===== src/hdl/pbnl_pkg.sv =====
// ----------------------------------------------------------------------------
// pbnl_pkg
// shared types, constants and the log2 segment table for the deviance block
// ----------------------------------------------------------------------------
package pbnl_pkg;

   localparam int LOG_Q        = 24;
   localparam int LOG_SEG_BITS = 6;
   localparam int LOG_SEGS     = 1 << LOG_SEG_BITS;
   localparam int MU_FRAC      = 40;

   localparam logic [31:0] LN2_Q24  = 32'd11629080;
   localparam logic [32:0] LOG_BIAS = 33'(MU_FRAC) << LOG_Q;
   localparam logic [47:0] SUM_MAX  = 48'hFFFF_FFFF_FFFF;
   localparam logic [15:0] COUNT_MAX = 16'hFFFF;

   // register indexes
   localparam logic [7:0] CSR_SIGNAL_AMP     = 8'd0;
   localparam logic [7:0] CSR_BACKGROUND_AMP = 8'd1;

   typedef logic [24:0] seg_tab_type [0:LOG_SEGS];

   typedef struct packed {
      logic [15:0] count;
      logic [24:0] sig_w;
      logic [24:0] bkg_w;
      logic        last;
      logic        count_zero;
   } item_type;

   // log2(1+k/64) in q.24 by repeated squaring
   function automatic seg_tab_type build_seg_tab();
      seg_tab_type tab;
      logic [63:0] y;
      logic [24:0] r;
      for (int k = 0; k < LOG_SEGS; k++) begin
         y = (64'd1 << 30) + (64'(k) << (30 - LOG_SEG_BITS));
         r = '0;
         for (int b = LOG_Q - 1; b >= 0; b--) begin
            y = (y * y) >> 30;
            if (y >= (64'd1 << 31)) begin
               r = r | (25'd1 << b);
               y = y >> 1;
            end
         end
         tab[k] = r;
      end
      tab[LOG_SEGS] = 25'd1 << LOG_Q;
      return tab;
   endfunction

   localparam seg_tab_type SEG_TAB = build_seg_tab();

endpackage


===== src/hdl/pbnl_channels.sv =====
// ----------------------------------------------------------------------------
// pbnl channels
// bin request and deviance response channels with valid/ready handshake
// ----------------------------------------------------------------------------
interface pbnl_req_if;
   logic        valid;
   logic        ready;
   logic [15:0] observed_count;
   logic [24:0] signal_weight;
   logic [24:0] background_weight;
   logic        last_bin;

   modport source (output valid, observed_count, signal_weight, background_weight,
                   last_bin, input ready);
   modport sink (input valid, observed_count, signal_weight, background_weight,
                 last_bin, output ready);
endinterface

interface pbnl_rsp_if;
   logic        valid;
   logic        ready;
   logic [47:0] neg2_log_likelihood;
   logic        saturated;
   logic [15:0] terms_added;

   modport source (output valid, neg2_log_likelihood, saturated, terms_added,
                   input ready);
   modport sink (input valid, neg2_log_likelihood, saturated, terms_added,
                 output ready);
endinterface


===== src/hdl/pbnl_front.sv =====
// ----------------------------------------------------------------------------
// pbnl_front
// takes bin words, masks and classifies the count, holds them in a 2-deep queue
// ----------------------------------------------------------------------------
module pbnl_front import pbnl_pkg::*; #(
   parameter int COUNT_BITS = 16
) (
   input  logic        clock,
   input  logic        reset,
   pbnl_req_if.sink    req_chan,
   output logic        head_valid,
   output item_type    head_item,
   input  logic        head_pop
);

   logic [15:0] count_mask;
   item_type    item_in;
   item_type    mem_ff [0:1];
   logic        wr_ptr_ff, wr_ptr_in;
   logic        rd_ptr_ff, rd_ptr_in;
   logic [1:0]  fill_ff, fill_in;
   logic        push;

   always_comb begin
      for (int i = 0; i < 16; i++) begin
         count_mask[i] = (i < COUNT_BITS);
      end
      item_in.count      = req_chan.observed_count & count_mask;
      item_in.sig_w      = req_chan.signal_weight;
      item_in.bkg_w      = req_chan.background_weight;
      item_in.last       = req_chan.last_bin;
      item_in.count_zero = ((req_chan.observed_count & count_mask) == 16'd0);
   end

   assign req_chan.ready = (fill_ff != 2'd2);
   assign push       = req_chan.valid && req_chan.ready;
   assign head_valid = (fill_ff != 2'd0);
   assign head_item  = mem_ff[rd_ptr_ff];

   always_comb begin
      wr_ptr_in = push ? ~wr_ptr_ff : wr_ptr_ff;
      rd_ptr_in = head_pop ? ~rd_ptr_ff : rd_ptr_ff;
      fill_in   = fill_ff + 2'(push) - 2'(head_pop);
   end

   always_ff @(posedge clock) begin
      if (reset) begin
         wr_ptr_ff <= 1'b0;
         rd_ptr_ff <= 1'b0;
         fill_ff   <= 2'd0;
      end else begin
         wr_ptr_ff <= wr_ptr_in;
         rd_ptr_ff <= rd_ptr_in;
         fill_ff   <= fill_in;
      end
   end

   always_ff @(posedge clock) begin
      if (push) begin
         mem_ff[wr_ptr_ff] <= item_in;
      end
   end

endmodule


===== src/hdl/pbnl_back.sv =====
// ----------------------------------------------------------------------------
// pbnl_back
// sequencer with one shared multiplier: mu, two log2 passes, deviance term, sum
// ----------------------------------------------------------------------------
module pbnl_back import pbnl_pkg::*; #(
   parameter int FRAC_BITS = 16
) (
   input  logic        clock,
   input  logic        reset,
   input  logic [31:0] signal_amplitude,
   input  logic [31:0] background_amplitude,
   input  logic        head_valid,
   input  item_type    head_item,
   output logic        head_pop,
   pbnl_rsp_if.source  rsp_chan
);

   localparam int OUT_SHIFT = LOG_Q - FRAC_BITS;

   localparam logic [3:0] ST_IDLE  = 4'd0;
   localparam logic [3:0] ST_MUL_S = 4'd1;
   localparam logic [3:0] ST_MUL_B = 4'd2;
   localparam logic [3:0] ST_MU    = 4'd3;
   localparam logic [3:0] ST_NORM  = 4'd4;
   localparam logic [3:0] ST_LUT   = 4'd5;
   localparam logic [3:0] ST_LOGF  = 4'd6;
   localparam logic [3:0] ST_LN    = 4'd7;
   localparam logic [3:0] ST_XL    = 4'd8;
   localparam logic [3:0] ST_BR    = 4'd9;
   localparam logic [3:0] ST_ACC   = 4'd10;

   logic [3:0]  state_ff, state_in;
   item_type    item_ff, item_in;
   logic [57:0] mu_ff, mu_in;
   logic [63:0] prod_ff, prod_in;
   logic [63:0] norm_ff, norm_in;
   logic [5:0]  exp_ff, exp_in;
   logic [30:0] base_ff, base_in;
   logic [30:0] lm_ff, lm_in;
   logic        phase_ff, phase_in;
   logic [30:0] dmag_ff, dmag_in;
   logic        dneg_ff, dneg_in;
   logic [50:0] term_ff, term_in;
   logic        inf_ff, inf_in;
   logic [47:0] sum_ff, sum_in;
   logic        ovf_ff, ovf_in;
   logic [15:0] cnt_ff, cnt_in;
   logic        rsp_valid_ff, rsp_valid_in;
   logic [47:0] rsp_sum_ff, rsp_sum_in;
   logic        rsp_sat_ff, rsp_sat_in;
   logic [15:0] rsp_cnt_ff, rsp_cnt_in;

   logic [31:0] mul_a, mul_b;
   logic [57:0] mu_sum;
   logic [2:0]  lead_zeros;
   logic [5:0]  seg_idx;
   logic [23:0] seg_frac;
   logic [24:0] seg_lo, seg_hi;
   logic [30:0] log_val;
   logic signed [32:0] d_val;
   logic signed [49:0] bracket;
   logic [51:0] sum_add;
   logic        have_term, sum_over;
   logic [47:0] new_sum;
   logic        new_ovf;
   logic [15:0] new_cnt;
   logic        out_free;

   // operand select for the shared multiplier
   always_comb begin
      mul_a = '0;
      mul_b = '0;
      unique case (state_ff)
         ST_MUL_S: begin
            mul_a = signal_amplitude;
            mul_b = 32'(item_ff.sig_w);
         end
         ST_MUL_B: begin
            mul_a = background_amplitude;
            mul_b = 32'(item_ff.bkg_w);
         end
         ST_LUT: begin
            mul_a = 32'(seg_hi - seg_lo);
            mul_b = 32'(seg_frac);
         end
         ST_LN: begin
            mul_a = 32'(dmag_ff);
            mul_b = LN2_Q24;
         end
         ST_XL: begin
            mul_a = 32'(prod_ff[54:24]);
            mul_b = 32'(item_ff.count);
         end
         default: begin
            mul_a = '0;
            mul_b = '0;
         end
      endcase
      prod_in = 64'(mul_a) * 64'(mul_b);
   end

   always_comb begin
      mu_sum = mu_ff + prod_ff[57:0];
      lead_zeros = 3'd7;
      for (int i = 0; i < 8; i++) begin
         if (norm_ff[56 + i]) begin
            lead_zeros = 3'(7 - i);
         end
      end
      seg_idx  = norm_ff[62:57];
      seg_frac = norm_ff[56:33];
      seg_lo   = SEG_TAB[seg_idx];
      seg_hi   = SEG_TAB[7'({1'b0, seg_idx}) + 7'd1];
      log_val  = base_ff + 31'(prod_ff[48:24]);
      d_val    = $signed({2'b00, log_val}) - $signed({2'b00, lm_ff}) + $signed(LOG_BIAS);
      bracket  = $signed(50'(mu_ff[57:16])) - $signed(50'({item_ff.count, 24'd0}));
      if (dneg_ff) begin
         bracket = bracket - $signed(50'(prod_ff[46:0]));
      end else begin
         bracket = bracket + $signed(50'(prod_ff[46:0]));
      end
      if (bracket < 0) begin
         bracket = '0;
      end

      sum_add   = 52'(sum_ff) + 52'(term_ff);
      sum_over  = (sum_add > 52'(SUM_MAX));
      have_term = inf_ff || (term_ff != 51'd0);
      new_sum   = sum_ff;
      new_ovf   = ovf_ff;
      new_cnt   = cnt_ff;
      if (have_term) begin
         if (inf_ff || sum_over) begin
            new_sum = SUM_MAX;
            new_ovf = 1'b1;
         end else begin
            new_sum = sum_add[47:0];
         end
         if (cnt_ff != COUNT_MAX) begin
            new_cnt = cnt_ff + 16'd1;
         end
      end
      out_free = !rsp_valid_ff || rsp_chan.ready;
   end

   always_comb begin
      state_in     = state_ff;
      item_in      = item_ff;
      mu_in        = mu_ff;
      norm_in      = norm_ff;
      exp_in       = exp_ff;
      base_in      = base_ff;
      lm_in        = lm_ff;
      phase_in     = phase_ff;
      dmag_in      = dmag_ff;
      dneg_in      = dneg_ff;
      term_in      = term_ff;
      inf_in       = inf_ff;
      sum_in       = sum_ff;
      ovf_in       = ovf_ff;
      cnt_in       = cnt_ff;
      rsp_valid_in = rsp_valid_ff && !rsp_chan.ready;
      rsp_sum_in   = rsp_sum_ff;
      rsp_sat_in   = rsp_sat_ff;
      rsp_cnt_in   = rsp_cnt_ff;
      head_pop     = 1'b0;
      unique case (state_ff)
         ST_IDLE: begin
            if (head_valid) begin
               head_pop = 1'b1;
               item_in  = head_item;
               state_in = ST_MUL_S;
            end
         end
         ST_MUL_S: state_in = ST_MUL_B;
         ST_MUL_B: begin
            mu_in    = prod_ff[57:0];
            state_in = ST_MU;
         end
         ST_MU: begin
            mu_in    = mu_sum;
            term_in  = '0;
            inf_in   = 1'b0;
            state_in = ST_ACC;
            if (item_ff.count_zero) begin
               term_in = 51'({mu_sum[57:16], 1'b0} >> OUT_SHIFT);
            end else if (mu_sum == 58'd0) begin
               inf_in = 1'b1;
            end else begin
               norm_in  = 64'(mu_sum);
               exp_in   = 6'd63;
               phase_in = 1'b0;
               state_in = ST_NORM;
            end
         end
         ST_NORM: begin
            if (norm_ff[63:56] == 8'd0) begin
               norm_in = norm_ff << 8;
               exp_in  = exp_ff - 6'd8;
            end else begin
               norm_in  = norm_ff << lead_zeros;
               exp_in   = exp_ff - 6'(lead_zeros);
               state_in = ST_LUT;
            end
         end
         ST_LUT: begin
            base_in  = 31'({exp_ff, 24'd0}) + 31'(seg_lo);
            state_in = ST_LOGF;
         end
         ST_LOGF: begin
            if (!phase_ff) begin
               lm_in    = log_val;
               norm_in  = 64'(item_ff.count);
               exp_in   = 6'd63;
               phase_in = 1'b1;
               state_in = ST_NORM;
            end else begin
               dneg_in  = d_val[32];
               dmag_in  = d_val[32] ? 31'(-d_val) : 31'(d_val);
               state_in = ST_LN;
            end
         end
         ST_LN: state_in = ST_XL;
         ST_XL: state_in = ST_BR;
         ST_BR: begin
            term_in  = 51'({bracket[48:0], 1'b0} >> OUT_SHIFT);
            inf_in   = 1'b0;
            state_in = ST_ACC;
         end
         ST_ACC: begin
            if (!item_ff.last) begin
               sum_in   = new_sum;
               ovf_in   = new_ovf;
               cnt_in   = new_cnt;
               state_in = ST_IDLE;
            end else if (out_free) begin
               rsp_valid_in = 1'b1;
               rsp_sum_in   = new_sum;
               rsp_sat_in   = new_ovf;
               rsp_cnt_in   = new_cnt;
               sum_in       = '0;
               ovf_in       = 1'b0;
               cnt_in       = '0;
               state_in     = ST_IDLE;
            end
         end
         default: state_in = ST_IDLE;
      endcase
   end

   always_ff @(posedge clock) begin
      if (reset) begin
         state_ff     <= ST_IDLE;
         sum_ff       <= '0;
         ovf_ff       <= 1'b0;
         cnt_ff       <= '0;
         rsp_valid_ff <= 1'b0;
      end else begin
         state_ff     <= state_in;
         sum_ff       <= sum_in;
         ovf_ff       <= ovf_in;
         cnt_ff       <= cnt_in;
         rsp_valid_ff <= rsp_valid_in;
      end
   end

   always_ff @(posedge clock) begin
      item_ff    <= item_in;
      mu_ff      <= mu_in;
      prod_ff    <= prod_in;
      norm_ff    <= norm_in;
      exp_ff     <= exp_in;
      base_ff    <= base_in;
      lm_ff      <= lm_in;
      phase_ff   <= phase_in;
      dmag_ff    <= dmag_in;
      dneg_ff    <= dneg_in;
      term_ff    <= term_in;
      inf_ff     <= inf_in;
      rsp_sum_ff <= rsp_sum_in;
      rsp_sat_ff <= rsp_sat_in;
      rsp_cnt_ff <= rsp_cnt_in;
   end

   assign rsp_chan.valid               = rsp_valid_ff;
   assign rsp_chan.neg2_log_likelihood = rsp_sum_ff;
   assign rsp_chan.saturated           = rsp_sat_ff;
   assign rsp_chan.terms_added         = rsp_cnt_ff;

endmodule


===== src/hdl/poisson_binned_neg2_loglik.sv =====
// ----------------------------------------------------------------------------
// poisson_binned_neg2_loglik
// binned poisson -2 ln L (baker-cousins) accumulator over histogram bins
// ----------------------------------------------------------------------------
// each bin word on req_chan carries an observed count x and q0.24 signal and
// background shape weights; the block forms mu = S*sig + B*bkg from the two
// q16.16 amplitude registers and adds 2*(mu - x + x*ln(x/mu)), or 2*mu for an
// empty bin, to a saturating q32.16 sum. the bin flagged last_bin produces one
// word on rsp_chan with the sum, the saturation flag and the number of bins
// that added a term, and the sum starts over. a two-word queue sits between
// the input side and the sequencer, so bins keep arriving while one is worked
// on and a finished result waits in its own output register. an empty bin or
// a zero-expectation bin skips both log2 passes; any other bin is paced by the
// one shared 32x32 multiplier (mu, log interpolation, ln2 scaling, x*ln) and
// the byte-per-cycle normaliser before each log2 lookup. the user must write
// amplitudes through csr_* only while no bin is in flight (not enforced).
// ----------------------------------------------------------------------------
module poisson_binned_neg2_loglik import pbnl_pkg::*; #(
   parameter int COUNT_BITS = 16,
   parameter int FRAC_BITS  = 16
) (
   input  logic        clock,
   input  logic        reset,
   pbnl_req_if.sink    req_chan,
   pbnl_rsp_if.source  rsp_chan,
   input  logic        csr_write_enable,
   input  logic [7:0]  csr_index,
   input  logic [31:0] csr_write_data
);

   // amplitude registers
   logic [31:0] sig_amp_ff, sig_amp_in;
   logic [31:0] bkg_amp_ff, bkg_amp_in;

   // queue head between front and back
   logic        head_valid;
   item_type    head_item;
   logic        head_pop;

   always_comb begin
      sig_amp_in = sig_amp_ff;
      bkg_amp_in = bkg_amp_ff;
      if (csr_write_enable) begin
         unique case (csr_index)
            CSR_SIGNAL_AMP:     sig_amp_in = csr_write_data;
            CSR_BACKGROUND_AMP: bkg_amp_in = csr_write_data;
            default: begin
               // writes past the register list are dropped
               sig_amp_in = sig_amp_ff;
            end
         endcase
      end
   end

   always_ff @(posedge clock) begin
      if (reset) begin
         sig_amp_ff <= '0;
         bkg_amp_ff <= '0;
      end else begin
         sig_amp_ff <= sig_amp_in;
         bkg_amp_ff <= bkg_amp_in;
      end
   end

   // input side: count masking, empty-bin flag, queue
   pbnl_front #(
      .COUNT_BITS (COUNT_BITS)
   ) u_front (
      .clock      (clock),
      .reset      (reset),
      .req_chan   (req_chan),
      .head_valid (head_valid),
      .head_item  (head_item),
      .head_pop   (head_pop)
   );

   // sequencer: mu, logs, term, saturating sum, result register
   pbnl_back #(
      .FRAC_BITS (FRAC_BITS)
   ) u_back (
      .clock                (clock),
      .reset                (reset),
      .signal_amplitude     (sig_amp_ff),
      .background_amplitude (bkg_amp_ff),
      .head_valid           (head_valid),
      .head_item            (head_item),
      .head_pop             (head_pop),
      .rsp_chan             (rsp_chan)
   );

endmodule


===== src/flat_wrapper.sv =====
// flat-port wrapper written by rule: the top's interface ports become plain ports
module poisson_binned_neg2_loglik_flat import pbnl_pkg::*;
#(
   parameter int COUNT_BITS = 16,
   parameter int FRAC_BITS  = 16
)
  (clock, reset, csr_write_enable, csr_index, csr_write_data, req_chan_valid, req_chan_observed_count, req_chan_signal_weight, req_chan_background_weight, req_chan_last_bin, req_chan_ready, rsp_chan_valid, rsp_chan_neg2_log_likelihood, rsp_chan_saturated, rsp_chan_terms_added, rsp_chan_ready);
  pbnl_req_if req_chan_i ();
  pbnl_rsp_if rsp_chan_i ();
  input  logic clock;
  input  logic reset;
  input  logic csr_write_enable;
  input  logic [7:0] csr_index;
  input  logic [31:0] csr_write_data;
  input wire logic [$bits(req_chan_i.valid)-1:0] req_chan_valid;
  input wire logic [$bits(req_chan_i.observed_count)-1:0] req_chan_observed_count;
  input wire logic [$bits(req_chan_i.signal_weight)-1:0] req_chan_signal_weight;
  input wire logic [$bits(req_chan_i.background_weight)-1:0] req_chan_background_weight;
  input wire logic [$bits(req_chan_i.last_bin)-1:0] req_chan_last_bin;
  output wire logic [$bits(req_chan_i.ready)-1:0] req_chan_ready;
  output wire logic [$bits(rsp_chan_i.valid)-1:0] rsp_chan_valid;
  output wire logic [$bits(rsp_chan_i.neg2_log_likelihood)-1:0] rsp_chan_neg2_log_likelihood;
  output wire logic [$bits(rsp_chan_i.saturated)-1:0] rsp_chan_saturated;
  output wire logic [$bits(rsp_chan_i.terms_added)-1:0] rsp_chan_terms_added;
  input wire logic [$bits(rsp_chan_i.ready)-1:0] rsp_chan_ready;
  assign req_chan_i.valid = req_chan_valid;
  assign req_chan_i.observed_count = req_chan_observed_count;
  assign req_chan_i.signal_weight = req_chan_signal_weight;
  assign req_chan_i.background_weight = req_chan_background_weight;
  assign req_chan_i.last_bin = req_chan_last_bin;
  assign req_chan_ready = req_chan_i.ready;
  assign rsp_chan_valid = rsp_chan_i.valid;
  assign rsp_chan_neg2_log_likelihood = rsp_chan_i.neg2_log_likelihood;
  assign rsp_chan_saturated = rsp_chan_i.saturated;
  assign rsp_chan_terms_added = rsp_chan_i.terms_added;
  assign rsp_chan_i.ready = rsp_chan_ready;
  poisson_binned_neg2_loglik #(.COUNT_BITS(COUNT_BITS), .FRAC_BITS(FRAC_BITS)) u_core (.clock(clock), .reset(reset), .req_chan(req_chan_i), .rsp_chan(rsp_chan_i), .csr_write_enable(csr_write_enable), .csr_index(csr_index), .csr_write_data(csr_write_data));
endmodule

===== config.mk =====
export PLATFORM = sky130hd
export DESIGN_NAME = poisson_binned_neg2_loglik_flat
export DESIGN_NICKNAME = d
export VERILOG_FILES = /design/src/hdl/pbnl_pkg.sv /design/src/hdl/pbnl_channels.sv /design/src/hdl/pbnl_front.sv /design/src/hdl/pbnl_back.sv /design/src/hdl/poisson_binned_neg2_loglik.sv /design/src/flat_wrapper.sv
export SDC_FILE = /design/constraint.sdc
export NUM_CORES = 2
export LEC_CHECK = 0
export BUFFER_PORTS_ARGS = -buffer_cell sky130_fd_sc_hd__buf_4
export CAP_MARGIN = 30
export CORE_AREA = 3 3 433 435
export DETAILED_ROUTE_END_ITERATION = 8
export DIE_AREA = 0 0 436 438
export PLACE_DENSITY = 0.58
export SYNTH_ARGS = -nofsm -noshare
export SYNTH_HDL_FRONTEND = slang
export SYNTH_SLANG_ARGS = --single-unit

===== constraint.sdc =====
create_clock -name clock -period 25.1 [get_ports clock]
set_clock_uncertainty 0.1 [all_clocks]
set_input_delay 2.51 -clock clock [delete_from_list [all_inputs] [get_ports clock]]
set_output_delay 2.51 -clock clock [all_outputs]
set_load 0.02 [all_outputs]

# Word-level counts from Yosys, hierarchy flattened
# Memory sizes are Yosys's and may differ from the RTL's. A register that Yosys moved wholly into a read port is not among the register bits.
# Cells that the tools add are included.
# W data, S select, Z words.
[word_totals]
reg_bits = 535
mem_bits_rw = 136
rom_bits = 6400
input_bits = 112
out_inout_bits = 67
elab_cells = 165
n_memories = 3
[mem_list]
columns = ["name", "depth", "word_bits", "read_ports", "rd_ports_with_merged_regs", "wr", "line", "rtl"]
rows = [
  ["(no name shown)", 128, 25, 1, 0, 0, "pbnl_back.sv:113", "seg_hi = SEG_TAB[7'({1'b0, seg_idx}) + 7'd1];"],
  ["(no name shown)", 128, 25, 1, 0, 0, "pbnl_back.sv:112", "seg_lo = SEG_TAB[seg_idx];"],
  ["u_core.u_front.mem_ff", 2, 68, 1, 1, 1, "pbnl_front.sv:18", "item_type mem_ff [0:1];"],
]
[op_classes]
add_sub_neg = 17
multipliers = 1
magnitude_cmp = 4
eq_ne = 20
shifts = 1
muxes = 62
bitwise = 5
reduce_logical = 28
[ops]
columns = ["op", "count"]
rows = [
  ["$mux W64", 4],
  ["$mux W48", 4],
  ["$pmux W64 S3", 1],
  ["$pmux W32 S5", 1],
  ["$pmux W25 S5", 1],
  ["$pmux W58 S2", 1],
  ["$pmux W51 S2", 1],
  ["$mux W25", 4],
  ["$mux W16", 4],
  ["$shl A64 B3 Y64", 1],
  ["$add A58 B57 Y58", 1],
  ["$logic_not A58 Y1", 1],
  ["$mul A32 B25 Y57", 1],
  ["$add A48 B51 Y52", 1],
  ["$gt A52 B48 Y1 const B", 1],
  ["$reduce_bool A51 Y1", 1],
  ["$lt A50 B1 Y1 const B", 1],
  ["$mux W50", 1],
  ["$add A43 B48 Y49", 1],
  ["$mux W49", 1],
  ["$sub A43 B48 Y49", 1],
  ["$pmux W4 S11", 1],
  ["$sub A42 B40 Y43", 1],
  ["$mux W35", 1],
  ["45 further kinds", 102],
]

# Logic depth before layout (Yosys ltp)
[depth]
word_depth = 10
ltp_mapped = 58
depth_no_buf = 53

# Modules after synthesis
# Synthesis repeated with hierarchy kept, for this count alone.
[hier_totals]
cells_unflattened = 8205
hier_area_um2 = 73864.6
[by_module_without_submodules]
columns = ["module", "n_inst", "cells_each", "area_per_inst_um2", "seq_area_each_um2"]
rows = [
  ["pbnl_back", 1, 7713, 65949.5, 14493.9],
  ["pbnl_front", 1, 245, 5196.2, 4184.0],
  ["poisson_binned_neg2_loglik", 1, 247, 2718.9, 1281.2],
]

# Worst setup path after synthesis
# Ideal clock, no wire load.
[synth_path]
path_kind = "register to register"
startpoint = "register u_core.u_back.norm_ff[59]"
endpoint = "register u_core.u_back.prod_ff[55]"
setup_time_ns = 0.072
arrival_ns = 12.758
required_time_ns = 24.928
setup_slack_ns = 12.170
stages_incl_launch_ff = 54
path_buffers = 7
synth_period_minus_slack_ns = 12.930
cell_sequence = "edfxtp_1 clkbuf_1 clkinv_1 clkbuf_1 buf_1 ha_1 clkbuf_1 clkbuf_1 clkbuf_1 nor2_1 a311oi_1 a21oi_1 a21oi_1 ha_1 nor2b_1 o21ai_0 a21boi_1 o21ai_0 [18 not listed] fa_1 inv_1 fa_1 inv_1 ha_1 a21o_1 a21o_1 a21oi_1 o21ai_0 a21o_1 a31oi_1 o32ai_1 o211a_1 o2111ai_1 a31oi_1 a21o_1 a21oi_1 xnor2_1"
[synth_via]
elab_chain_len = 8
elab_cells_between_ends = 12
classes_between = "2 x add/sub; 1 x mul; 5 x mux; 2 x bitwise; 2 x memory"
[synth_lines]
columns = ["item", "line", "rtl"]
rows = [
  ["start, declared", "pbnl_back.sv:36", "logic [63:0] norm_ff, norm_in;"],
  ["start signal, assigned", "pbnl_back.sv:271", "norm_ff <= norm_in;"],
  ["$add A6 B1 Y7", "pbnl_back.sv:113", ""],
  ["$not A7 Y8 (implied by the code)", "pbnl_back.sv:113", ""],
  ["$mem_v2 Z128 W25", "n/a", ""],
  ["$mux W25 (implied by the code) (2 in series)", "pbnl_back.sv:113", ""],
  ["$sub A25 B25 Y26 (*)", "pbnl_back.sv:83", "mul_a = 32'(seg_hi - seg_lo);"],
  ["$pmux W32 S5 (*)", "pbnl_back.sv:73", "unique case (state_ff)"],
  ["$mul A32 B25 Y57 (*)", "pbnl_back.sv:99", "prod_in = 64'(mul_a) * 64'(mul_b);"],
  ["via u_core.u_back.prod_in[55]", "pbnl_back.sv:35", "logic [63:0] prod_ff, prod_in;"],
  ["end signal, assigned", "pbnl_back.sv:270", "prod_ff <= prod_in;"],
  ["end, declared", "pbnl_back.sv:35", ""],
]
# The timed path passes the listed nets; every way through them passes the cells marked *. The select of a mux whose other input is x is not followed.
# A chain may end at the register's enable or synchronous reset.

# Final worst setup path
[layout_path]
startpoint = "register u_core.u_back.norm_ff[57]"
endpoint = "register u_core.u_back.prod_ff[55]"
# The elaborated chain is that of the path after synthesis.

==> results by group <==
Finish
  • Layout net count: 9541
  • FF/Latch Area: 19940 um^2
  • Most frequent cells in the layout: nand2_1 (1105), inv_1 (1017), nor2_1 (743), fa_1 (694), a21oi_1 (541)
  • Layout Utilization: 43.97%
  • Multi-input combinational cell area: 48100 um^2
  • Filler cells: 17950
  • Commonest non-fill, non-tap cell in the layout: nand2_1
  • P&R area growth vs syn: 10.02%
  • Layout cells sized above 1: 8.089%

Route
  • Residual DRC: 0
  • Antenna-violating nets left: 0
  • Via density: 5.753
  • Starting DRT DRC Count: 6322
  • DR vias: 62130
  • DRT Pass-1 Iters: 6
  • WL final: 266800 um
  • WL/cell: 24.70 um

Worst setup path
  • Cell mode on critical path: fa_1
  • CP Max Fanout: 40
  • Worst reg2reg path startpoint: u_core.u_back.norm_ff[57]
  • Crit path arrival time: 15.25 ns
  • Slowest stage cell, crit path: a2111oi_0
  • R2R Path End: u_core.u_back.prod_ff[55]
  • R2R Setup Slk: 10.41 ns
  • Cell depth of the worst flop-to-flop path: 51
  • Slowest stage delay, CP: 0.83 ns
  • Critical path type: reg2reg
  • CP endpoint kind: register
  • CP Data Required Time: 25.66 ns
  • Crit start category: register

Power and ir drop
  • Switching share of power: 43.88%
  • Clock Power Share: 23.2%
  • Internal power: 0.003055 W
  • VDD IR max: 0.06457 mV
  • Power Density: 67.47 nW/um^2
  • Design Power: 0.005443 W
  • Sequential share of power: 29.6%
  • Psw: 0.002388 W
  • Comb power frac: 47.2%
  • Leak: 34.42 nW

STA
  • Final Cycle Share: 58.52%
  • Slew Limit Fails: 0
  • Fin crit period: 14.69 ns
  • Hold Vio Cnt, Final: 0
  • Setup TNS Final: 0 ns
  • Final setup vio count: 0
  • Slew @ Worst Pin: 1.181 ns
  • RSZ-0062 raised after global routing: false
  • Max transition margin: 21.28%
  • Peak Freq: 0.06808 GHz
  • Final setup margin: 10.41 ns

Logic synthesis
  • Ys async rst share: 0%
  • Number of flops mapped to enable cells by yosys: 534
  • Synthesized Nets: 9532
  • Sequential fraction of the synthesis area: 27.19%
  • Synth cell types: 96
  • Syn Std Cell Area: 73330 um^2
  • Synth Area per Inst: 8.884 um^2
  • Primary FF master, synth: edfxtp_1
  • FF+latch count, synth: 729
  • Synth Instances: 8254
  • Synth warnings: 0

Clock network
  • Num CTS Buffers: 85
  • Cts repair resizes: 0
  • # H-tree levels: 3
  • Clock Tree Root: clkbuf_16
  • CTS tree: built
  • Clock buffer depth: 3
  • Clock latency on the worst-skew pair: 0.73 ns
  • Post-CTS Hold Buffers: 0
  • Clock-pin slew on the worst setup and hold paths: 0.06 ns
  • Clock sinks: 729
  • Postcts setup bufs: 0

GRT
  • First-pass GRT wire length: 396100 um
  • Largest net degree at the start of global routing: 93
  • Grt ovf: 0
  • Initial antenna violation count: 6
  • Tot GR Track Use: 27.44%
  • Vias in the first global route: 60860

Floorplan
  • Starting density of the core: 39.97%
  • Die Y: 438 um
  • Die Footprint: 191000 um^2
  • Die X-Extent: 436 um
  • Ports: 179
  • # rows: 157
  • Core ar.: 183500 um^2

Job
  • Max_cap viols: 0

Hold path
  • HP Start: u_core.sig_amp_ff[16]
  • Hold Path End: u_core.sig_amp_ff[16]
  • Worst Hold Class: reg2reg
  • Hold path cells: 2

Outcome
  • Status: finished, final reports clean

Placement
  • Post-DP HPWL: 203900 um
  • Minimum setup slack after placement: 10.70 ns
  • Placer Congestion: 0.9837
  • Port bufs: 178
## area by class of cell
| type | count | share of cell area, % |
|---|---|---|
| clock inverters | 46 | 0.5614 |
| flip-flops and latches | 729 | 24.72 |
| well taps | 2464 | 3.821 |
| repair buffers | 366 | 3.579 |
| inverters | 1025 | 4.771 |
| multi-input cells | 6056 | 59.62 |
| diodes | 4 | 0.01241 |
| clock buffers | 110 | 2.920 |
## sequential cells by signal, indices dropped and copies added, names as in the netlist, 31 cells and up
signal and flops:
u_core.bkg_amp_ff 32, u_core.u_back.item_ff 68, u_core.u_back.norm_ff 64, u_core.u_back.mu_ff 58, u_core.u_back.rsp_chan.neg2_log_likelihood 48, u_core.u_back.dmag_ff 31
u_core.u_back.term_ff 42, u_core.u_front.mem_ff 136, u_core.u_back.sum_ff 48, u_core.sig_amp_ff 32, u_core.u_back.lm_ff 31, u_core.u_back.prod_ff 57
## cell families after synthesis
group / count (synthesis) / share of synthesized area (%)
multiplexers: 265 / 3.817
XOR/XNOR: 351 / 4.192
other: 1 / 0.005114
flip-flops: 729 / 27.19
buffers and inverters: 1469 / 7.538
AO/OA/AOI/OAI: 1764 / 15.35
adder cells (fa/ha/maj): 1166 / 27.00
AND/OR/NAND/NOR: 2509 / 14.90
## per-layer routing
metal	track usage [%]	wire [um]
met5	0	35
met4	13.92	15660
met3	7.253	26530
met2	41.49	114200
met1	36.21	110300
## stage by stage
stage	std cells	hold slack [ns]	instance area, um^2
global placement	10630	0.3419	77650
floorplan	8254	0.3264	73330
finish	10800	0.3541	80680
CTS	10790	0.3552	80540
detailed placement	10640	0.3469	77730
global route	10800	0.3652	80670
## how the worst max path moves through the flow
| stage | startpoint | endpoint | slack, ns | cells past startpoint |
|---|---|---|---|---|
| floorplan | u_core.u_back.norm_ff[59] | u_core.u_back.prod_ff[55] | 12.17 | 53 |
| global placement | u_core.u_back.norm_ff[59] | u_core.u_back.prod_ff[55] | 10.91 | 52 |
| detailed placement | u_core.u_back.norm_ff[59] | u_core.u_back.prod_ff[55] | 10.70 | 52 |
| CTS | u_core.u_back.norm_ff[57] | u_core.u_back.prod_ff[55] | 10.62 | 51 |
| global route | u_core.u_back.norm_ff[57] | u_core.u_back.prod_ff[55] | 9.42 | 51 |
| finish | u_core.u_back.norm_ff[57] | u_core.u_back.prod_ff[55] | 10.41 | 51 |
## cell usage after synthesis, types with 92 or more instances
cell | instances | share of area, %
o21ai_0 | 318 | 2.2
inv_1 | 1017 | 5.2
a21o_1 | 136 | 1.4
fa_1 | 694 | 19
mux2i_1 | 184 | 2.5
xnor2_1 | 242 | 2.9
a21oi_1 | 541 | 3.7
xor2_1 | 109 | 1.3
nor2_1 | 751 | 3.8
o22ai_1 | 92 | 0.78
nand3_1 | 103 | 0.70
dfxtp_1 | 195 | 5.3
ha_1 | 472 | 8.1
clkbuf_1 | 390 | 2.0
edfxtp_1 | 534 | 22
nor3_1 | 112 | 0.76
nand2_1 | 1109 | 5.7
## power groups by stage
stage / logic (W) / registers (W) / clock network (W)
CTS: 0.00250 / 0.00161 / 0.00129
detailed placement: 0.00249 / 0.00163 / 0
finish: 0.00257 / 0.00161 / 0.00126
global route: 0.00276 / 0.00162 / 0.00134
global placement: 0.00247 / 0.00163 / 0
floorplan: 0.00167 / 0.00156 / 0
## worst max-delay path, delay by kind of cell, from the launching register on
family          cells  cell delay [ns]
compound gates     24             5.78
fa+ha+maj          11             4.73
buf+inv             9             1.97
simple gates        5             1.24
flops               1             0.36
mux                 1             0.24
xor+xnor            1             0.13
Note: power is estimated with default switching activity, not from simulation.
